===== src/hw/rtl/afc_pkg.sv =====
// Shared types and constants of the ADPCM frame decoder.
package afc_pkg;

    localparam int COUNT_BITS_DEF = 32;
    localparam int CMDQ_DEPTH     = 4;
    localparam int RESQ_DEPTH     = 8;
    localparam int FRAME_BYTES    = 9;
    localparam int PAIR_BYTES     = 18;
    localparam int COEF_SHIFT     = 11;

    localparam logic [1:0] MODE_COEF  = 2'd0;
    localparam logic [1:0] MODE_DATA  = 2'd1;
    localparam logic [1:0] MODE_START = 2'd2;

    // register index as taken from paddr[2]
    localparam logic REG_STEREO = 1'b0;
    localparam logic REG_COUNT  = 1'b1;

    typedef enum logic [1:0] {
        K_COEF  = 2'd0,
        K_START = 2'd1,
        K_DATA  = 2'd2
    } t_kind;

    typedef struct packed {
        t_kind              kind;
        logic [4:0]         coef_index;
        logic signed [15:0] coef_value;
        logic [7:0]         data_byte;
    } t_cmd;

    typedef struct packed {
        logic signed [15:0] sample;
        logic               channel;
        logic               last;
    } t_result;

    // up to two results written into the result queue per cycle
    typedef struct packed {
        logic [1:0] cnt;
        t_result    first;
        t_result    second;
    } t_res_wr;

endpackage


===== src/hw/rtl/afc_front.sv =====
// Front end: accepts requests, classifies them and queues commands for the decoder.
module afc_front (
    input  logic                i_clk,
    input  logic                i_rst_n,
    input  logic                push,
    output logic                full,
    input  logic [1:0]          i_mode,
    input  logic [4:0]          i_coef_index,
    input  logic signed [15:0]  i_coef_value,
    input  logic [7:0]          i_data_byte,
    output logic                o_cmd_valid,
    output afc_pkg::t_cmd       o_cmd,
    input  logic                i_cmd_pop
);

    localparam int AW = $clog2(afc_pkg::CMDQ_DEPTH);

    afc_pkg::t_cmd r_mem [afc_pkg::CMDQ_DEPTH];
    logic [AW-1:0] r_wptr;
    logic [AW-1:0] r_rptr;
    logic [AW:0]   r_count;
    logic [AW:0]   n_count;

    afc_pkg::t_cmd cmd_in;
    logic          keep;
    logic          wr_en;
    logic          rd_en;

    always_comb begin
        cmd_in.coef_index = i_coef_index;
        cmd_in.coef_value = i_coef_value;
        cmd_in.data_byte  = i_data_byte;
        cmd_in.kind       = afc_pkg::K_DATA;
        keep              = 1'b1;
        unique case (i_mode)
            afc_pkg::MODE_COEF:  cmd_in.kind = afc_pkg::K_COEF;
            afc_pkg::MODE_DATA:  cmd_in.kind = afc_pkg::K_DATA;
            afc_pkg::MODE_START: cmd_in.kind = afc_pkg::K_START;
            default:             keep = 1'b0;   // unused mode: dropped
        endcase
    end

    assign full        = (r_count == (AW+1)'(afc_pkg::CMDQ_DEPTH));
    assign wr_en       = push && !full && keep;
    assign rd_en       = i_cmd_pop && o_cmd_valid;
    assign o_cmd_valid = (r_count != '0);
    assign o_cmd       = r_mem[r_rptr];

    always_comb begin
        n_count = r_count;
        if (wr_en && !rd_en) begin
            n_count = r_count + 1'b1;
        end else if (!wr_en && rd_en) begin
            n_count = r_count - 1'b1;
        end
    end

    always_ff @(posedge i_clk) begin
        if (wr_en) begin
            r_mem[r_wptr] <= cmd_in;
        end
    end

    always_ff @(posedge i_clk) begin
        if (!i_rst_n) begin
            r_wptr  <= '0;
            r_rptr  <= '0;
            r_count <= '0;
        end else begin
            r_count <= n_count;
            if (wr_en) begin
                r_wptr <= r_wptr + 1'b1;
            end
            if (rd_en) begin
                r_rptr <= r_rptr + 1'b1;
            end
        end
    end

endmodule


===== src/hw/rtl/afc_resq.sv =====
// Result queue: up to two writes a cycle, one read.
module afc_resq (
    input  logic               i_clk,
    input  logic               i_rst_n,
    input  afc_pkg::t_res_wr   i_wr,
    output logic               o_room,
    output logic               empty,
    input  logic               pop,
    output logic signed [15:0] o_sample,
    output logic               o_channel,
    output logic               o_last
);

    localparam int AW = $clog2(afc_pkg::RESQ_DEPTH);

    afc_pkg::t_result r_mem [afc_pkg::RESQ_DEPTH];
    logic [AW-1:0]    r_wptr;
    logic [AW-1:0]    r_rptr;
    logic [AW:0]      r_count;
    logic [AW:0]      n_count;
    logic             rd_en;
    afc_pkg::t_result head;

    assign empty  = (r_count == '0);
    assign rd_en  = pop && !empty;
    assign o_room = ((AW+1)'(afc_pkg::RESQ_DEPTH) - r_count) >= (AW+1)'(2);
    assign head   = r_mem[r_rptr];
    assign o_sample  = head.sample;
    assign o_channel = head.channel;
    assign o_last    = head.last;

    assign n_count = r_count + (AW+1)'(i_wr.cnt) - (AW+1)'(rd_en);

    always_ff @(posedge i_clk) begin
        if (i_wr.cnt != 2'd0) begin
            r_mem[r_wptr] <= i_wr.first;
        end
        if (i_wr.cnt == 2'd2) begin
            r_mem[AW'(r_wptr + 1'b1)] <= i_wr.second;
        end
    end

    always_ff @(posedge i_clk) begin
        if (!i_rst_n) begin
            r_wptr  <= '0;
            r_rptr  <= '0;
            r_count <= '0;
        end else begin
            r_count <= n_count;
            r_wptr  <= r_wptr + AW'(i_wr.cnt);
            if (rd_en) begin
                r_rptr <= r_rptr + 1'b1;
            end
        end
    end

    a_no_overfill: assert property (@(posedge i_clk) disable iff (!i_rst_n)
        r_count <= (AW+1)'(afc_pkg::RESQ_DEPTH))
        else $error("result queue overfilled");

endmodule


===== src/hw/rtl/afc_back.sv =====
// Back end: nibble decoder, coefficient table, histories and stereo interleave.
module afc_back #(
    parameter int COUNT_BITS = afc_pkg::COUNT_BITS_DEF
) (
    input  logic                  i_clk,
    input  logic                  i_rst_n,
    input  logic                  i_cmd_valid,
    input  afc_pkg::t_cmd         i_cmd,
    output logic                  o_cmd_pop,
    input  logic                  i_stereo,
    input  logic [COUNT_BITS-1:0] i_limit,
    input  logic                  i_res_room,
    output afc_pkg::t_res_wr      o_res_wr
);

    // coefficient pairs: [15:0] even slot (c0), [31:16] odd slot (c1)
    logic [31:0]        r_coef   [16];
    logic signed [15:0] r_lbuf   [16];
    logic signed [15:0] r_last   [2];
    logic signed [15:0] r_penult [2];
    logic [7:0]         r_hdr    [2];
    logic [4:0]         r_pos;
    logic [COUNT_BITS-1:0] r_emitted;
    logic               r_phase;     // 0: high nibble next, 1: low nibble next

    logic               step;
    logic               is_data;
    logic               done;
    logic [4:0]         pos;
    logic [4:0]         pos_inc;
    logic [4:0]         n_pos;
    logic               is_hdr;
    logic               ch;
    logic               nib_step;
    logic               emit;
    logic               last_flag;
    logic [3:0]         nib;
    logic [7:0]         hdr;
    logic [31:0]        pair;
    logic signed [31:0] prod0;
    logic signed [31:0] prod1;
    logic signed [33:0] n_ext;
    logic signed [33:0] acc;
    logic signed [33:0] s_wide;
    logic signed [15:0] s;
    logic [4:0]         off;
    logic [3:0]         lidx;

    assign step    = i_cmd_valid && i_res_room;
    assign is_data = (i_cmd.kind == afc_pkg::K_DATA);
    assign done    = (r_emitted >= i_limit);

    always_comb begin
        if (i_stereo) begin
            pos = (r_pos >= 5'(afc_pkg::PAIR_BYTES)) ? 5'd0 : r_pos;
        end else begin
            pos = (r_pos >= 5'(afc_pkg::FRAME_BYTES)) ? 5'd0 : r_pos;
        end
        pos_inc = pos + 5'd1;
        if (i_stereo) begin
            n_pos = (pos_inc == 5'(afc_pkg::PAIR_BYTES)) ? 5'd0 : pos_inc;
        end else begin
            n_pos = (pos_inc == 5'(afc_pkg::FRAME_BYTES)) ? 5'd0 : pos_inc;
        end
    end

    assign ch     = i_stereo && (pos >= 5'(afc_pkg::FRAME_BYTES));
    assign is_hdr = (pos == 5'd0) || (i_stereo && pos == 5'(afc_pkg::FRAME_BYTES));

    assign nib_step  = step && is_data && (r_phase || (!done && !is_hdr));
    assign o_cmd_pop = step && (!is_data || r_phase || done || is_hdr);
    assign emit      = nib_step && (r_emitted < i_limit) && (!i_stereo || ch);
    assign last_flag = (COUNT_BITS'(r_emitted + 1'b1) == i_limit);

    // one nibble: s = clamp16((n << e << 11 + c0*last + c1*penult) >>> 11)
    always_comb begin
        nib    = r_phase ? i_cmd.data_byte[3:0] : i_cmd.data_byte[7:4];
        hdr    = r_hdr[ch];
        pair   = r_coef[hdr[3:0]];
        prod0  = $signed(pair[15:0])  * r_last[ch];
        prod1  = $signed(pair[31:16]) * r_penult[ch];
        n_ext  = $signed({{30{nib[3]}}, nib});
        acc    = ((n_ext <<< hdr[7:4]) <<< afc_pkg::COEF_SHIFT)
               + $signed({{2{prod0[31]}}, prod0})
               + $signed({{2{prod1[31]}}, prod1});
        s_wide = acc >>> afc_pkg::COEF_SHIFT;
        if (s_wide > 34'sd32767) begin
            s = 16'sh7FFF;
        end else if (s_wide < -34'sd32768) begin
            s = -16'sh8000;
        end else begin
            s = s_wide[15:0];
        end
    end

    // left buffer slot: two per byte within the frame
    assign off  = ch ? (pos - 5'(afc_pkg::FRAME_BYTES + 1)) : (pos - 5'd1);
    assign lidx = {off[2:0], r_phase};

    always_comb begin
        o_res_wr = '0;
        if (emit) begin
            if (i_stereo) begin
                o_res_wr.cnt    = 2'd2;
                o_res_wr.first  = '{sample: r_lbuf[lidx], channel: 1'b0, last: 1'b0};
                o_res_wr.second = '{sample: s, channel: 1'b1, last: last_flag};
            end else begin
                o_res_wr.cnt   = 2'd1;
                o_res_wr.first = '{sample: s, channel: 1'b0, last: last_flag};
            end
        end
    end

    always_ff @(posedge i_clk) begin
        if (step && i_cmd.kind == afc_pkg::K_COEF) begin
            if (i_cmd.coef_index[0]) begin
                r_coef[i_cmd.coef_index[4:1]][31:16] <= i_cmd.coef_value;
            end else begin
                r_coef[i_cmd.coef_index[4:1]][15:0] <= i_cmd.coef_value;
            end
        end
        if (nib_step && i_stereo && !ch) begin
            r_lbuf[lidx] <= s;
        end
    end

    always_ff @(posedge i_clk) begin
        if (!i_rst_n) begin
            r_last    <= '{default: '0};
            r_penult  <= '{default: '0};
            r_hdr     <= '{default: '0};
            r_pos     <= '0;
            r_emitted <= '0;
            r_phase   <= 1'b0;
        end else if (step) begin
            if (i_cmd.kind == afc_pkg::K_START) begin
                r_last    <= '{default: '0};
                r_penult  <= '{default: '0};
                r_hdr     <= '{default: '0};
                r_pos     <= '0;
                r_emitted <= '0;
                r_phase   <= 1'b0;
            end else if (is_data) begin
                if (!r_phase && !done && is_hdr) begin
                    r_hdr[ch] <= i_cmd.data_byte;
                    r_pos     <= n_pos;
                end
                if (nib_step) begin
                    r_penult[ch] <= r_last[ch];
                    r_last[ch]   <= s;
                    r_phase      <= !r_phase;
                    if (r_phase) begin
                        r_pos <= n_pos;
                    end
                end
                if (emit) begin
                    r_emitted <= r_emitted + 1'b1;
                end
            end
        end
    end

    a_phase_holds_data: assert property (@(posedge i_clk) disable iff (!i_rst_n)
        r_phase |-> (i_cmd_valid && i_cmd.kind == afc_pkg::K_DATA))
        else $error("low nibble pending without a data byte at queue head");

    a_low_after_high: assert property (@(posedge i_clk) disable iff (!i_rst_n)
        $rose(r_phase) |-> $past(nib_step))
        else $error("low nibble phase entered without a high nibble decode");

    a_write_has_room: assert property (@(posedge i_clk) disable iff (!i_rst_n)
        (o_res_wr.cnt != 2'd0) |-> i_res_room)
        else $error("result written without queue room");

    a_pos_range: assert property (@(posedge i_clk) disable iff (!i_rst_n)
        r_pos < 5'(afc_pkg::PAIR_BYTES))
        else $error("byte position out of range");

endmodule


===== src/hw/rtl/afc_adpcm_frame_decoder.sv =====
// Top level of the 4-bit ADPCM frame decoder: register port, front end, decoder, result queue.
//
// Decodes a byte stream of 9-byte ADPCM frames (header byte: scale exponent in the
// high nibble, coefficient pair index in the low nibble; then 8 bytes of signed
// nibbles, high nibble first) into clamped 16-bit PCM. Requests come through a
// queue-style port (push/full): mode 0 loads one coefficient slot, mode 1 carries a
// stream byte, mode 2 starts a stream (clears histories, headers, byte position and
// the sample counter; coefficients stay), mode 3 is dropped. Results leave through
// empty/pop, oldest first, each with sample, channel and a last flag on the final
// sample once sample_count samples per channel have gone out. In stereo mode the
// stream runs in 18-byte left/right frame pairs and results come out interleaved
// L,R. Every coefficient slot used by a header must be loaded before decoding;
// the table has no reset. The decoder handles one nibble per cycle while a request waits
// and the result queue has room (two 16x16 products, a sum and a clamp, as each nibble
// needs the history left by the previous one) and pops a data byte with its low nibble;
// header, coefficient and start requests pop when handled. It writes at most two results
// a cycle into an 8-deep result queue and waits while fewer than two slots are free; a
// stereo right-frame byte gives four results. A 4-deep request queue separates the input
// port from the decoder, so requests keep being taken while results wait. Registers: 0x0
// stereo_mode (bit 0), 0x4 sample_count (low COUNT_BITS bits used); the user must write
// them only while the block is idle, which the block itself does not enforce.
module afc_adpcm_frame_decoder #(
    parameter int COUNT_BITS = afc_pkg::COUNT_BITS_DEF
) (
    input  logic               i_clk,
    input  logic               i_rst_n,
    // register port
    input  logic               psel,
    input  logic               penable,
    input  logic               pwrite,
    input  logic [2:0]         paddr,
    input  logic [31:0]        pwdata,
    output logic [31:0]        prdata,
    output logic               pready,
    // request side
    input  logic               push,
    output logic               full,
    input  logic [1:0]         i_mode,
    input  logic [4:0]         i_coef_index,
    input  logic signed [15:0] i_coef_value,
    input  logic [7:0]         i_data_byte,
    // result side
    output logic               empty,
    input  logic               pop,
    output logic signed [15:0] o_sample,
    output logic               o_channel,
    output logic               o_last
);

    logic        r_stereo;
    logic [31:0] r_sample_count;
    logic        cfg_wr;

    logic             cmd_valid;
    afc_pkg::t_cmd    cmd;
    logic             cmd_pop;
    logic             res_room;
    afc_pkg::t_res_wr res_wr;

    // register port: no wait states; index taken from paddr[2]
    assign pready = 1'b1;
    assign cfg_wr = psel && penable && pwrite && pready;

    always_comb begin
        unique case (paddr[2])
            afc_pkg::REG_STEREO: prdata = {31'd0, r_stereo};
            afc_pkg::REG_COUNT:  prdata = r_sample_count;
            default:             prdata = '0;
        endcase
    end

    always_ff @(posedge i_clk) begin
        if (!i_rst_n) begin
            r_stereo       <= 1'b0;
            r_sample_count <= '0;
        end else if (cfg_wr) begin
            if (paddr[2] == afc_pkg::REG_STEREO) begin
                r_stereo <= pwdata[0];
            end else begin
                r_sample_count <= pwdata;
            end
        end
    end

    // front end: classify and queue requests
    afc_front u_front (
        .i_clk        (i_clk),
        .i_rst_n      (i_rst_n),
        .push         (push),
        .full         (full),
        .i_mode       (i_mode),
        .i_coef_index (i_coef_index),
        .i_coef_value (i_coef_value),
        .i_data_byte  (i_data_byte),
        .o_cmd_valid  (cmd_valid),
        .o_cmd        (cmd),
        .i_cmd_pop    (cmd_pop)
    );

    // decoder
    afc_back #(
        .COUNT_BITS (COUNT_BITS)
    ) u_back (
        .i_clk       (i_clk),
        .i_rst_n     (i_rst_n),
        .i_cmd_valid (cmd_valid),
        .i_cmd       (cmd),
        .o_cmd_pop   (cmd_pop),
        .i_stereo    (r_stereo),
        .i_limit     (r_sample_count[COUNT_BITS-1:0]),
        .i_res_room  (res_room),
        .o_res_wr    (res_wr)
    );

    // result queue
    afc_resq u_resq (
        .i_clk     (i_clk),
        .i_rst_n   (i_rst_n),
        .i_wr      (res_wr),
        .o_room    (res_room),
        .empty     (empty),
        .pop       (pop),
        .o_sample  (o_sample),
        .o_channel (o_channel),
        .o_last    (o_last)
    );

endmodule

===== config.mk =====
export PLATFORM = sky130hd
export DESIGN_NAME = afc_adpcm_frame_decoder
export DESIGN_NICKNAME = d
export VERILOG_FILES = /design/src/hw/rtl/afc_pkg.sv /design/src/hw/rtl/afc_front.sv /design/src/hw/rtl/afc_resq.sv /design/src/hw/rtl/afc_back.sv /design/src/hw/rtl/afc_adpcm_frame_decoder.sv
export SDC_FILE = /design/constraint.sdc
export NUM_CORES = 2
export LEC_CHECK = 0
export BUFFER_PORTS_ARGS = -buffer_cell sky130_fd_sc_hd__clkbuf_2
export CAP_MARGIN = 20
export CORE_ASPECT_RATIO = 1.2
export CORE_UTILIZATION = 53
export DETAILED_ROUTE_END_ITERATION = 10
export MAX_ROUTING_LAYER = met4
export PLACE_DENSITY_LB_ADDON = 0.3
export SYNTH_ARGS = -nofsm -noshare
export SYNTH_HDL_FRONTEND = slang
export SYNTH_HIERARCHICAL = 1
export SYNTH_SLANG_ARGS = --single-unit

===== constraint.sdc =====
create_clock -name i_clk -period 15.7 [get_ports i_clk]
set_clock_uncertainty 0.2 [all_clocks]
set_input_delay 0 -clock i_clk [delete_from_list [all_inputs] [get_ports i_clk]]
set_output_delay 0 -clock i_clk [all_outputs]
set_load 0.005 [all_outputs]

==> summary.md <==
| Metric | Value |
|---|---|
| Endpoint type of the worst setup path | `register` |
| Post-DP HPWL | `135500 µm` |
| Max Cap Viol | `0` |
| Synthesized flop and latch total | `1209` |
| Syn nets | `6403` |
| DRT Wirelength | `192400 µm` |
| Drt pass-1 iters | `6` |
| Vias | `45570` |
| First-pass GRT wire length | `292200 µm` |
| Clock Latency Late Sink | `0.76 ns` |
| Post-DRT Antenna Nets | `0` |
| Final hold vios | `0` |
| Kind of critical path | `register to register` |
| Initial Util | `53.68%` |
| Placed cells | `7349` |
| Worst Tran Pin Value | `1.110 ns` |
| Static leakage | `32.82 nW` |
| Post-synthesis sequential area ratio | `47.32%` |
| Origin of the critical flop-to-flop path | `r_stereo` |
| Syn Inst Count | `5499` |
| Fin util | `60.42%` |
| Clock slew at reported path FFs | `0.06 ns` |
| Setup bufs post-CTS | `0` |
| Most used cell along the critical path | `fa_1` |
| Chip height | `408.7 µm` |
| Status | `finished clean` |
| Netlist cell types | `101` |
| Setup violators final | `0` |
| Worst r2r path cells | `43` |
| Worst Path Required | `15.99 ns` |
| Hold_sp | `i_rst_n` |
| Maximum vdd drop | `0.0001239 V` |
| Hold depth | `4` |
| Period utilization | `94.82%` |
| Vias in the first global route | `47980` |
| I/O pins | `126` |
| Synth async-reset ratio | `0%` |
| RSZ-0062 raised after global routing | `false` |
| FF+latch area | `34580 µm²` |
| DIE AREA | `139300 µm²` |
| Fmax achieved | `67.17 MHz` |
| First DRT Iteration DRCs | `4051` |
| P&R area growth vs syn | `12.56%` |
| Worst slew margin | `23.90%` |
| Nets@finish | `6773` |
| CTS max path bufs | `3` |
| Core ar. | `136100 µm²` |
| Final GP Congestion | `1.007` |
| CTS tree | `done` |
| Syn avg cell area | `13.29 µm²` |
| Remaining Overflow, GRT | `0` |
| Die outline width | `340.9 µm` |
| Worst R2R Setup Slack | `0.81 ns` |
| Post-route DRC | `0` |
| Power Dens Cells | `129.8 nW/µm²` |
| Mapped Area | `73060 µm²` |
| Critical path's largest stage delay | `0.79 ns` |
| CP top delay family | `adder cells` |
| Setup TNS | `0 ns` |
| Vias/cell | `5.862` |
| Share of cells above drive strength 1 | `17.08%` |
| Tmin final | `14.89 ns` |
| Yosys warns | `6` |
| R2r endpoint | `u_resq/r_mem[0][3]` |
| I/O Buffers | `122` |
| Final worst setup slack | `0.8129 ns` |
| HP Class | `input pin to register` |
| Critical-path top delay cell | `mux2i_1` |
| Root buffer cell | `clkbuf_16` |
| Startpoint types | `register` |
| Multi-input logic area | `34900 µm²` |
| Rows | `148` |
| Routed wire length per instance | `24.75 µm` |
| Initial antenna violation count | `2` |
| Crit Path Max Fanout | `45` |
| Total Power | `0.01068 W` |
| CTS Buf Count | `116` |
| Largest net degree at the start of global routing | `74` |
| Post-synth EDFFs | `1036` |
| Pre-CTS WS | `0.4871 ns` |
| Post-synth top flop | `edfxtp_1` |
| # H-tree levels | `3` |
| Final Max Tran Viols | `0` |
| Worst path bufs/invs | `9` |
| GRT Util Overall | `28.90%` |
| Clock sink count | `1209` |
| Post-Layout Cell Count | `7774` |
| Endpoint, Worst Hold | `u_resq/r_count[3]` |
| Worst EP arrival | `15.17 ns` |
| Fillers | `10340` |
[cell usage after synthesis (11+ instances only)]
master    instances  area share, %
inv_1           760            3.9
mux2_2          206            3.2
nand4_1          26           0.22
a22o_1           21           0.25
nor3_1           24           0.16
xnor2_1          73           0.88
or2_2            16           0.14
xor2_1           24           0.29
a21o_1           40           0.41
mux4_2          252            7.8
buf_1            23           0.12
fa_1            632             17
o21ai_0         102           0.70
o22ai_1          23           0.20
buf_2            24           0.16
edfxtp_1       1036             43
and3_1           33           0.28
o21ai_1          31           0.21
a22oi_1          36           0.37
nor2_1          429            2.2
o21a_1           13           0.13
ha_1            199            3.4
nand2_1         464            2.4
nand3_1          41           0.28
a21oi_1          87           0.60
a21oi_2          11           0.13
o31ai_1          22           0.23
a31oi_1          11          0.094
nand2b_1         58           0.50
and2_1           91           0.78
clkbuf_1        147           0.76
nor2b_1          41           0.35
mux2i_1         156            2.1
dfxtp_1         173            4.7
[kinds of logic after synthesis]
kind of cell             count (synthesis)  share of synthesized area, %
multiplexers                           616                         13.11
adder cells (fa/ha/maj)                831                         20.72
XOR/XNOR                                99                         1.207
other                                    2                       0.01028
buffers and inverters                  976                         5.252
AO/OA/AOI/OAI                          478                         4.341
flip-flops                            1209                         47.32
AND/OR/NAND/NOR                       1288                         8.030
[power breakdown]
part / internal (W) / switching [W]
combinational: 0.00100 / 0.00256
sequential: 0.00422 / 0.0000499
clock: 0.00158 / 0.00127
total: 0.00680 / 0.00388
[through the flow]
stage | hold slack (ns) | instance area [µm²]
6_report | 0.1500 | 82240
4_1_cts | 0.08575 | 82200
3_3_place_gp | 0.01474 | 76250
5_1_grt | 0.1483 | 82240
3_5_place_dp | 0.02052 | 76290
2_1_floorplan | -0.1011 | 73060
[worst register-to-register path, delay by kind of cell, from the launching register on]
family / cells / cell delay (ns)
adder cells (fa/ha/maj): 10 / 4.66
AO/OA/AOI/OAI: 12 / 3.81
buffers and inverters: 9 / 1.98
multiplexers: 5 / 1.82
AND/OR/NAND/NOR: 7 / 1.57
flip-flops: 1 / 0.58
[worst max-delay path by stage]
stage / from / endpoint / depth (start not counted)
final: r_stereo / u_resq/r_mem[0][3] / 43
after floorplan: r_stereo / u_resq/r_mem[0][10] / 47
after detailed placement: r_stereo / u_resq/r_mem[0][3] / 43
after global routing: r_stereo / u_resq/r_mem[0][3] / 46
after global placement: r_stereo / u_resq/r_mem[2][3] / 43
after CTS: r_stereo / u_resq/r_mem[0][3] / 43
[area by class of cell]
cell class | count | area share [%]
Antenna cell | 2 | 0.006086
Clock buffer | 141 | 3.729
Clock inverter | 80 | 1.012
Inverter | 761 | 3.476
Multi-Input combinational cell | 3314 | 42.43
Sequential cell | 1209 | 42.04
Tap cell | 1800 | 2.739
Timing Repair Buffer | 467 | 4.560
[layout by cell type, fill, tap and decap left out, types with 90 or more instances in the layout]
master	netlist	final
mux2i_1	156	147
dfxtp_1	173	170
mux4_2	252	252
buf_4	9	141
edfxtp_1	1036	1036
nand2_1	464	462
nor2_1	429	423
and2_1	91	90
clkbuf_16	0	116
o21ai_0	102	95
mux2_2	206	206
fa_1	632	632
ha_1	199	199
inv_1	760	759
dlygate4sd3_1	0	201
clkbuf_2	1	121
[routing by layer]
metal	global-route usage (%)	routed length, µm	up-vias
met4	14.50	10780	0
met5	-	0	-
met3	3.660	11460	475
met2	48.51	98100	1761
li1	-	-	19750
met1	34.37	72090	23580
[sequential cells by signal, indices dropped and copies added, names as in the netlist, named ones only]
name,flops
r_sample_count,32
r_stereo,1
u_back/r_coef,512
u_back/r_emitted,32
u_back/r_hdr,16
u_back/r_last,32
u_back/r_lbuf,256
u_back/r_penult,32
u_back/r_phase,1
u_back/r_pos,5
u_front/r_count,3
u_front/r_mem,124
u_front/r_rptr,2
u_front/r_wptr,2
u_resq/r_count,4
u_resq/r_mem,144
u_resq/r_rptr,3
u_resq/r_wptr,3
[what timing repair did]
item,in CTS,in global routing
hold buffers,201,0
endpoints found under the setup margin,0,142
gates resized for setup,0,7
hold endpoints to repair,324,0
No activity file was read; power rests on OpenSTA's default activity.
